**src/jlvb_pkg.sv**
```systemverilog
`default_nettype none

package jlvb_pkg;

    localparam int FRAC_BITS_DEF = 16;
    localparam int DATA_W        = 32;
    localparam int PROD_W        = 2 * DATA_W;
    localparam int ROOT_W        = DATA_W;
    localparam int REM_W         = ROOT_W + 2;
    localparam int SQRT_STAGES   = ROOT_W;
    localparam int LANES         = 2;
    localparam int LANE_POS      = 0;
    localparam int LANE_NEG      = 1;
    localparam int CFG_INDEX_W   = 2;

    localparam logic [DATA_W-1:0] ACCEL_RESET = 32'h0001_0000;
    localparam logic [DATA_W-1:0] RATE_RESET  = 32'h000A_0000;
    localparam logic [DATA_W-1:0] POS_CAP     = 32'h7FFF_FFFF;
    localparam logic [DATA_W-1:0] NEG_CAP     = 32'h8000_0000;

    typedef enum logic [CFG_INDEX_W-1:0] {
        REG_ACCELERATION = 2'd0,
        REG_SAMPLE_RATE  = 2'd1
    } cfg_reg_t;

    // per-item sideband carried alongside the root pipeline
    typedef struct packed {
        logic [DATA_W-1:0] rate_pos;
        logic [DATA_W-1:0] rate_neg;
        logic              sat_pos;
        logic              sat_neg;
    } tag_t;

    typedef struct packed {
        logic [REM_W-1:0]  rem;
        logic [ROOT_W-1:0] root;
        logic [PROD_W-1:0] rad;
    } sq_t;

    // one digit of the restoring square root: two radicand bits in, one root bit out
    function automatic sq_t sqrt_step(sq_t cur);
        sq_t              nxt;
        logic [REM_W-1:0] r;
        logic [REM_W-1:0] trial;
        r     = {cur.rem[REM_W-3:0], cur.rad[PROD_W-1 -: 2]};
        trial = {cur.root, 2'b01};
        nxt.rad = {cur.rad[PROD_W-3:0], 2'b00};
        if (r >= trial)
        begin
            nxt.rem  = r - trial;
            nxt.root = {cur.root[ROOT_W-2:0], 1'b1};
        end
        else
        begin
            nxt.rem  = r;
            nxt.root = {cur.root[ROOT_W-2:0], 1'b0};
        end
        return nxt;
    endfunction

endpackage

`default_nettype wire

```
**src/jlvb_out.sv**
```systemverilog
`default_nettype none

module jlvb_out (
    input  wire logic                                            clk,
    input  wire logic                                            rst_n,
    input  wire logic                                            last_valid,
    input  wire logic [jlvb_pkg::LANES-1:0][jlvb_pkg::ROOT_W-1:0] last_root,
    input  wire jlvb_pkg::tag_t                                  last_tag,
    output logic                                                 adv,
    output logic                                                 out_valid,
    input  wire logic                                            out_ready,
    output logic        [jlvb_pkg::DATA_W-2:0]                   max_positive_velocity,
    output logic signed [jlvb_pkg::DATA_W-1:0]                   max_negative_velocity
);

    localparam int DW = jlvb_pkg::DATA_W;

    logic                 out_valid_reg;
    logic [DW-2:0]        out_pos_reg;
    logic [DW-1:0]        out_neg_reg;
    logic                 skid_valid_reg;
    logic [DW-2:0]        skid_pos_reg;
    logic [DW-1:0]        skid_neg_reg;

    logic [DW-1:0]        mag_pos;
    logic [DW-1:0]        mag_neg;
    logic [DW-2:0]        pos_next;
    logic [DW-1:0]        neg_next;
    logic                 out_free;

    // a saturated brake term equals the cap, and the rate term is already capped
    always_comb
    begin
        if (last_tag.sat_pos || last_tag.rate_pos < last_root[jlvb_pkg::LANE_POS])
            mag_pos = last_tag.rate_pos;
        else
            mag_pos = last_root[jlvb_pkg::LANE_POS];
        if (last_tag.sat_neg || last_tag.rate_neg < last_root[jlvb_pkg::LANE_NEG])
            mag_neg = last_tag.rate_neg;
        else
            mag_neg = last_root[jlvb_pkg::LANE_NEG];
        pos_next = mag_pos[DW-2:0];
        neg_next = DW'(0) - mag_neg;
    end

    // the skid stage lets the pipe advance once more while a result is held
    assign adv      = ~skid_valid_reg;
    assign out_free = ~out_valid_reg | out_ready;

    always_ff @(posedge clk or negedge rst_n)
    begin
        if (!rst_n)
        begin
            out_valid_reg  <= 1'b0;
            skid_valid_reg <= 1'b0;
        end
        else if (out_free)
        begin
            out_valid_reg  <= skid_valid_reg | last_valid;
            skid_valid_reg <= 1'b0;
        end
        else if (adv && last_valid)
            skid_valid_reg <= 1'b1;
    end

    always_ff @(posedge clk)
    begin
        if (out_free)
        begin
            if (skid_valid_reg)
            begin
                out_pos_reg <= skid_pos_reg;
                out_neg_reg <= skid_neg_reg;
            end
            else
            begin
                out_pos_reg <= pos_next;
                out_neg_reg <= neg_next;
            end
        end
        else if (adv)
        begin
            skid_pos_reg <= pos_next;
            skid_neg_reg <= neg_next;
        end
    end

    assign out_valid             = out_valid_reg;
    assign max_positive_velocity = out_pos_reg;
    assign max_negative_velocity = out_neg_reg;

    a_skid_needs_out: assert property (@(posedge clk) disable iff (!rst_n)
        skid_valid_reg |-> out_valid_reg)
        else $error("skid holds a result while output is empty");

    a_held_result: assert property (@(posedge clk) disable iff (!rst_n)
        out_valid_reg && !out_ready |=> out_valid_reg && $stable(out_pos_reg)
                                        && $stable(out_neg_reg))
        else $error("held result changed");

    a_neg_sign: assert property (@(posedge clk) disable iff (!rst_n)
        out_valid_reg |-> out_neg_reg[DW-1] || out_neg_reg == '0)
        else $error("negative bound is above zero");

    a_skid_fill: assert property (@(posedge clk) disable iff (!rst_n)
        !skid_valid_reg && out_valid_reg && !out_ready && last_valid |=> skid_valid_reg)
        else $error("result dropped while output held");

endmodule

`default_nettype wire

```
**config.mk**
```make
export PLATFORM = sky130hd
export DESIGN_NAME = jlvb_out
export DESIGN_NICKNAME = d
export VERILOG_FILES = /design/src/jlvb_pkg.sv /design/src/jlvb_out.sv
export SDC_FILE = /design/constraint.sdc
export NUM_CORES = 1
export LEC_CHECK = 0
export BUFFER_PORTS_ARGS = -buffer_cell sky130_fd_sc_hd__buf_2
export CORE_ASPECT_RATIO = 0.75
export CORE_MARGIN = 2
export CORE_UTILIZATION = 54
export DETAILED_ROUTE_END_ITERATION = 10
export HOLD_SLACK_MARGIN = 0.02
export PLACE_DENSITY_LB_ADDON = 0.12
export SYNTH_ARGS = -nofsm -noshare
export SYNTH_HDL_FRONTEND = slang
export SYNTH_SLANG_ARGS = --single-unit
```
**constraint.sdc**
```tcl
create_clock -name clk -period 5.7 [get_ports clk]
set_input_delay 0.285 -clock clk [delete_from_list [all_inputs] [get_ports clk]]
set_output_delay 0.285 -clock clk [all_outputs]
set_load 0.01 [all_outputs]
```
### After elaboration in Yosys (flattened, before gate mapping)

Index checks and enable logic that the tools add are counted.

| cells by class | value |
|---|---|
| order comparisons | 2 |
| mux-type cells | 6 |
| bitwise operators | 4 |
| add/sub/neg operators | 1 |
| reductions and logical operators | 4 |

Operators with widths:

| operator | number |
|---|---|
| 32-bit < comparator | 2 |
| 32-bit two-way mux | 2 |
| 31-bit two-way mux | 2 |
| 1-bit by 32-bit subtractor with 32-bit output (first input constant) | 1 |
| 1-bit logical OR | 2 |
| 1-bit two-way mux | 2 |
| 1-bit inverter | 2 |
| 1-bit bitwise OR | 2 |
| 2-bit nonzero test | 1 |
| 1-bit logical AND | 1 |

| storage, ports and cells | value |
|---|---|
| logic and storage cells | 23 |
| output and inout port bits | 65 |
| register bits | 128 |
| bits of input ports | 134 |

### Logic depth before layout (Yosys ltp)

Gate-level depths: netlist of run 1.

| logic depth | value |
|---|---|
| depth after elaboration | 5 |
| depth in mapped cells | 21 |

### Worst setup path after synthesis of run 1

OpenSTA, ideal clock, no wires.

| path | value |
|---|---|
| path kind | input port to flip-flop |
| from | input port last_root[39] in the netlist's numbering |
| to | register out_neg_reg[30] (netlist: max_negative_velocity[30]) (data pin) |
| setup time | 268 ps |
| stages | 21 |
| slack | 1418 ps |
| data arrival time | 4014 ps |
| required time | 5432 ps |
| path buffers | 3 |
| cell sequence | inv_1 > ha_1 > and2_1 > a221oi_1 > o21ai_0 > a211o_1 > a31oi_1 > buf_2 > buf_2 > buf_2 > nor2_1 > a21oi_1 > ha_1 > nand2b_1 > nor4_4 > nand4_1 > nor4_1 > nand2_1 > xnor2_1 > mux2i_1 > o21ai_1 |

| on the way | value |
|---|---|
| longest elaborated chain between the ends | 5 |

RTL lines:

| item | RTL line | RTL |
|---|---|---|
| start: declaration | jlvb_out.sv:7 | `input wire logic [jlvb_pkg::LANES-1:0][jlvb_pkg::ROOT_W-1:0] last_root,` |
| 32-bit < comparator | jlvb_out.sv:38 | `if (last_tag.sat_neg \|\| last_tag.rate_neg < last_root[jlvb_pkg::LANE_NEG])` |
| 1-bit logical OR | jlvb_out.sv:38 |  |
| 32-bit two-way mux * | jlvb_out.sv:38 |  |
| 1-bit by 32-bit subtractor with 32-bit output * | jlvb_out.sv:43 | `neg_next = DW'(0) - mag_neg;` |
| 32-bit two-way mux * | jlvb_out.sv:70 | `if (skid_valid_reg)` |
| end signal: assignment | jlvb_out.sv:73 | `out_neg_reg <= skid_neg_reg;` |
| end signal: assignment | jlvb_out.sv:78 | `out_neg_reg <= neg_next;` |
| end: declaration | jlvb_out.sv:20 | `logic [DW-1:0] out_neg_reg;` |

Mark *: on every way between the ends. The rest lies on a longest branch, timed or not.
A chain may end at the register's enable or synchronous reset.

### Worst setup path in the final report of run 1

| path | value |
|---|---|
| from | input port last_root[39] in the netlist's numbering |
| to | register skid_neg_reg[30] (data pin) |

| on the way | value |
|---|---|
| longest elaborated chain between the ends | 5 |

RTL lines:

| item | RTL line | RTL |
|---|---|---|
| 32-bit < comparator | jlvb_out.sv:38 |  |
| 1-bit logical OR | jlvb_out.sv:38 |  |
| 32-bit two-way mux * | jlvb_out.sv:38 |  |
| 1-bit by 32-bit subtractor with 32-bit output * | jlvb_out.sv:43 |  |
| 32-bit two-way mux * | -- |  |
| end signal: assignment | jlvb_out.sv:84 | `skid_neg_reg <= neg_next;` |
| end: declaration | jlvb_out.sv:23 | `logic [DW-1:0] skid_neg_reg;` |

Marks and branches as above.

==> results of run 1 <==
layer usage:
metal	up-vias	global-route usage (%)	part of all wire [%]
met5	-	0	0
met4	0	7.00	0.74
met3	16	8.26	9.8
met2	303	39.1	43
met1	3061	40.4	47
li1	3237	-	-
kinds of logic after synthesis:
| logic type | after synthesis | synth area share, % |
|---|---|---|
| xor+xnor | 50 | 5.54 |
| simple gates | 244 | 15.6 |
| mux | 31 | 4.21 |
| compound gates | 156 | 11.6 |
| buf+inv | 95 | 4.59 |
| flops | 128 | 48.5 |
| fa+ha+maj | 63 | 9.98 |
Yosys cell counts (18+ instances only):
| cell type | count |
|---|---|
| a31oi_1 | 35 |
| o21ai_0 | 54 |
| xor2_1 | 18 |
| nand3_1 | 46 |
| a21oi_1 | 38 |
| ha_1 | 63 |
| nand2_1 | 37 |
| xnor2_1 | 32 |
| clkbuf_1 | 25 |
| nor2_1 | 79 |
| edfxtp_1 | 126 |
| inv_1 | 64 |
| mux2_2 | 18 |
| nor3_1 | 23 |
report_power, final:
group	switching [mW]	internal [mW]	total (mW)
combinational	0.304	0.200	0.503
clock	0.444	0.697	1.14
sequential	0.0305	1.18	1.21
total	0.778	2.08	2.86
worst max-delay path by stage:
| stage | startpoint | endpoint | slack (ns) | cells after the start |
|---|---|---|---|---|
| 6_report | last_root[39] | skid_neg_reg[30]$_DFFE_PP_ | 1.44 | 19 |
| 5_1_grt | last_root[39] | skid_neg_reg[30]$_DFFE_PP_ | 1.15 | 19 |
| 4_1_cts | last_root[39] | skid_neg_reg[30]$_DFFE_PP_ | 1.49 | 19 |
| 3_5_place_dp | last_root[39] | skid_neg_reg[30]$_DFFE_PP_ | 1.07 | 19 |
| 3_3_place_gp | last_root[39] | max_negative_velocity[30]$_DFFE_PN_ | 1.15 | 19 |
| 2_1_floorplan | last_root[39] | max_negative_velocity[30]$_DFFE_PN_ | 1.42 | 21 |
worst max-delay path, delay by kind of cell:
| kind | cells | cell delay (ns) |
|---|---|---|
| AOI/OAI and AO/OA | 5 | 1.05 |
| and+or+nand+nor | 6 | 1.44 |
| xor gates and xnor gates | 1 | 0.14 |
| adders and majority gates | 2 | 0.68 |
| buffers and inverters | 3 | 0.40 |
| muxes | 2 | 0.42 |
layout by cell type (no fill, tap or decap), types with 13 or more instances in the layout:
cell / n
buf_2: 198
edfxtp_1: 126
nor2_1: 79
inv_1: 63
ha_1: 63
o21ai_0: 54
nand3_1: 46
a21oi_1: 38
nand2_1: 37
a31oi_1: 34
xnor2_1: 32
nor3_1: 23
xor2_1: 18
mux2_2: 18
clkbuf_16: 17
mux2i_1: 13
through the flow:
stage	total power, mW	utilization [%]	hold slack, ns	instances	worst slack (ns)
after floorplan	1.51	-	-0.0106	767	1.42
after global placement	1.72	63.5	0.0718	1144	1.15
after detailed placement	1.73	63.5	0.0711	1144	1.07
after CTS	2.87	67.9	0.0519	1177	1.49
after global routing	2.98	67.9	0.0924	1177	1.15
final	2.86	67.9	0.0654	1177	1.44
cell type report:
| cell class | count | share of cell area (%) |
|---|---|---|
| sequential | 128 | 39.3 |
| clock inverter | 14 | 1.86 |
| timing repair buffer | 208 | 11.0 |
| inverter | 65 | 2.50 |
| multi-input combinational | 544 | 38.4 |
| clock buffer | 18 | 4.40 |
| tap | 200 | 2.57 |
timing repair:
action	CTS	global route
setup buffers	0	0
hold buffers	1	0
endpoints found under the setup margin	0	0
hold endpoints to repair	2	0
==> results.md, run 1 <==
- Status: finished, final reports clean
- DP Wirelength: 14800 um
- Synthesized instance count: 767
- DR vias/cell: 5.62
- R2R setup slack: 3.22 ns
- Gpl congestion: 0.966
- CP Class: input port to register
- Final setup vio count: 0
- Area Overhead vs Synth: 23.4%
- Post-synth top area share: 47.9%
- Wirelength per Cell: 17.7 um
- Slew @ Worst Pin: 1.07 ns
- Count of flip-flops with a built-in enable after synthesis: 126
- Worst Setup Start Kind: input port
- Crit path largest cell delay: 0.41 ns
- Final Hold Viols: 0
- Hold Crit Start: last_valid
- First-pass GRT wire length: 32500 um
- Clock Latency Late Sink: 0.42 ns
- Synthesized Nets: 964
- Hold Path Cell Cnt: 3
- Post-cts resize count: 0
- CTS tree: done
- Clock buffer depth: 2
- Crit-path max FO: 6
- Largest net degree at the start of global routing: 66
- Die ar.: 0.0156 mm^2
- PortBufs: 198
- Max H-tree Level: 4
- Distinct cells, synth: 48
- IO Count: 199
- Pre-Repair DR Iteration Count: 5
- Worst VDD drop: 234 uV
- Layout Nets: 1161
- Crit-path cells: buf_2, inv_1, ha_1, and2_1, a221oi_1, o21ai_0, a211o_1, a31oi_4, mux2i_1, ha_1, nand2b_1, nor4_4, nand4_1, buf_4, nor4_1, nand2_1, xnor2_1, mux2i_1, o21ai_1
- RSZ-0062 raised after global routing: no
- Crit-path slowest cell: nor4_4
- Antenna violations before repair: 0
- R2R Path End: max_negative_velocity[3]$_DFFE_PN_
- Static leakage: 4.19 nW
- Antenna Cells: 0
- Setup_tns: 0 ns
- Multi-input logic area: 0.00374 mm^2
- Initial Util: 55.0%
- Mean Syn Cell Area: 10.3 um^2
- DRC: 0
- Post-DRT Antenna Nets: 0
- Placed Area: 0.00912 mm^2
- Row count: 38
- Final WL: 20900 um
- Hold Crit Class: input port to register
- FF/Latch Area: 0.00383 mm^2
- Clk Tree Root Cell: clkbuf_16
- Core Box Area: 0.0144 mm^2
- Tcrit/Tclk final: 74.7%
- Worst r2r path cells: 4
- Synthesized area: 0.00790 mm^2
- Top post-synthesis cells by area: edfxtp_1 48%, ha_1 10%, nor2_1 3.8%
- Cts bufs inserted: 17
- Share of layout cells above drive strength 1: 27.8%
- Max-slew violations: 0
- Async S/R FF share, synth: 1.56%
- Max-slew headroom: 28.9%
- Clock sinks: 128
- Max-cap viol count: 0
- Die W: 144 um
- Fill cell count: 1167
- Pwr dens: 293 mW/mm^2
- Reg-to-reg startpoint: skid_valid_reg$_DFFE_PN0P_
- Clk_skew: 0.0103 ns
- WP data required: 5.86 ns
- Via count: 6617
- Sequential area share after synthesis: 48.5%
- Congestion Overflow GR: 0
- Fmax: 0.235 GHz
- Yosys warns: 0
- First DRT Iteration DRCs: 693
- Die Y-Extent: 109 um
- Crit end category: register
- Cell area after layout: 0.00974 mm^2
- GRT Total Usage: 27.3%
- Ys flop type: edfxtp_1
- Yosys top cell by area: edfxtp_1
- Hold EP: out_valid$_DFFE_PN0N_
- Worst-path clk slew: 0.06 ns
- Critical path arrival: 4.41 ns
- Vias in the first global route: 6222
- Min Tclk post-route: 4.26 ns
- Yosys reg bits: 128
No activity file was read; power rests on OpenSTA's default activity.
==> inputs of run 2 (changes only) <==
--- a/config.mk
+++ b/config.mk
@@ -8,7 +8,7 @@
 export BUFFER_PORTS_ARGS = -buffer_cell sky130_fd_sc_hd__buf_2
 export CORE_ASPECT_RATIO = 0.75
 export CORE_MARGIN = 2
-export CORE_UTILIZATION = 54
+export CORE_UTILIZATION = 49
 export DETAILED_ROUTE_END_ITERATION = 10
 export HOLD_SLACK_MARGIN = 0.02
 export PLACE_DENSITY_LB_ADDON = 0.12
==> constraint.sdc (replaced) <==
create_clock -name clk -period 3.8 [get_ports clk]
set_input_delay 0.19 -clock clk [delete_from_list [all_inputs] [get_ports clk]]
set_output_delay 0.19 -clock clk [all_outputs]
set_load 0.01 [all_outputs]
==> results.md, run 2 (same netlist as run 1, synthesis figures left out) <==
- Buf/Inv on CP: 2
- WP data required: 3.96 ns
- Max-cap viol count: 0
- M2 GR Usage: 37.3%
- IO Count: 199
- Status: finished, final reports clean
- Crit-path max FO: 5
- Setup_tns: 0 ns
- PortBufs: 198
- Crit-path cells: buf_2, inv_8, ha_4, a21o_1, a221oi_1, o21ai_1, a211o_1, a31oi_4, mux2i_2, ha_2, nand2b_4, nor4_4, nand4_1, nor4_2, nand2_1, xnor2_1, mux2i_1, o21ai_1
- Via count: 6893
- Most Frequent Cell on Critical Path: o21ai_1
- Max H-tree Level: 4
- Fmax: 0.273 GHz
- Met3 usage: 5.08%
- Crit end category: register
- Die Y-Extent: 114 um
- Clock sinks: 128
- Gpl congestion: 0.869
- Worst-path clk slew: 0.06 ns
- Placed Cells: 1221
- Final Hold Viols: 0
- Crit path largest cell delay: 0.44 ns
- Tcrit/Tclk final: 96.6%
- Layout Nets: 1232
- First DRT Iteration DRCs: 430
- Congestion Overflow GR: 0
- Finished Core Util: 65.1%
- Row count: 40
- Clk Tree Root Cell: clkbuf_16
- Initial Util: 49.6%
- Pwr dens: 413 mW/mm^2
- First-pass GRT wire length: 33300 um
- Clock buffer depth: 2
- Antenna Cells: 0
- Die W: 151 um
- Max-slew violations: 0
- Family with the most delay on the worst path: compound AO/OA/AOI/OAI gates
- Largest net degree at the start of global routing: 67
- Area Overhead vs Synth: 31.1%
- Most common cell after layout, fill and taps aside: buf_2
- Cts bufs inserted: 17
- Setup ws final: 0.131 ns
- DR vias/cell: 5.48
- Post-DRT Antenna Nets: 0
- DRC: 0
- Wirelength per Cell: 17.2 um
- CTS tree: done
- Vias in the first global route: 6472
- Layer with the highest usage: met1
- Final WL: 21600 um
- Core Box Area: 0.0159 mm^2
- Static leakage: 4.52 nW
- Most frequent cells in the layout: 198 x buf_2, 126 x edfxtp_1, 79 x nor2_1, 79 x buf_4, 59 x inv_1
- Min Tclk post-route: 3.67 ns
- Dpl ws: -0.241 ns
- Crit-path slowest cell: nor4_2
- Hold Crit Class: input port to async pin
- Worst Setup Start Kind: input port
- Antenna violations before repair: 0
- CP Class: input port to register
- Pre-Repair DR Iteration Count: 5
- Final setup vio count: 0
- Clock Latency Late Sink: 0.42 ns
- Final non-filler cell total: 1257
- Slew @ Worst Pin: 1.12 ns
- Worst VDD drop: 297 uV
- GRT Total Usage: 25.1%
- Critical path arrival: 3.83 ns
- Clk_skew: 0.00960 ns
- Tot Pwr: 4.27 mW
- DP Wirelength: 15700 um
- Met1 Track Usage GR: 37.5%
- Max-slew headroom: 25.4%
- Die ar.: 0.0172 mm^2
- Share of layout cells above drive strength 1: 33.6%
run 2: repair_timing:
item	in CTS	in global routing
hold buffers	2	0
endpoints found under the hold margin	4	0
resized for setup	0	4
endpoints found under the setup margin	0	10
setup buffers	0	3
run 2: per-layer routing:
metal  wire length, um  vias up  part of all wire (%)
met3              1560       27                   7.2
met1             10400     3241                    48
met4               295        0                   1.4
li1                  -     3365                     -
met5                 0        -                     0
met2              9340      260                    43
run 2: path summary, 6_finish.rpt:
path	startpoint	to	slack, ns	cells past startpoint
setup / recovery	last_root[37]	skid_neg_reg[30]$_DFFE_PP_	0.13	18
hold / removal	rst_n	out_valid$_DFFE_PN0N_	0.08	2
setup reg to reg	skid_valid_reg$_DFFE_PN0P_	max_positive_velocity[15]$_DFFE_PN_	1.60	4
hold reg to reg	skid_neg_reg[6]$_DFFE_PP_	max_negative_velocity[6]$_DFFE_PN_	0.56	1
max in group asynchronous	rst_n	skid_valid_reg$_DFFE_PN0P_	3.63	2
min in group clk	last_tag[36]	skid_pos_reg[2]$_DFFE_PP_	0.20	3
run 2: final cells by class:
class / count / area (um^2)
multi-input cells: 544 / 3820
flip-flops and latches: 128 / 3830
clock buffers: 18 / 429
repair buffers: 279 / 1600
clock inverters: 13 / 146
fillers: 1319 / 5560
well taps: 210 / 263
inverters: 65 / 259
run 2: worst register-to-register path: cells and delay by family, from the launching register on:
kind,cells,cell delay [ns]
AOI/OAI and AO/OA,1,0.22
DFF,1,0.38
and+or+nand+nor,1,0.11
buffers and inverters,2,1.31
run 2: per-stage QoR:
step	instance area, um^2	hold slack (ns)
floorplan	8000	-0.106
global placement	9720	-0.0243
detailed placement	9720	-0.0238
CTS	10300	0.0718
global route	10400	0.0761
finish	10400	0.0790
run 2: power by group:
part           internal, mW  switching [mW]  leakage [nW]  total (mW)
Clock                  1.02           0.612         0.272        1.63
Sequential             1.77          0.0460          1.25        1.82
Combinational         0.352           0.476          2.99       0.827
Total                  3.14            1.13          4.52        4.27
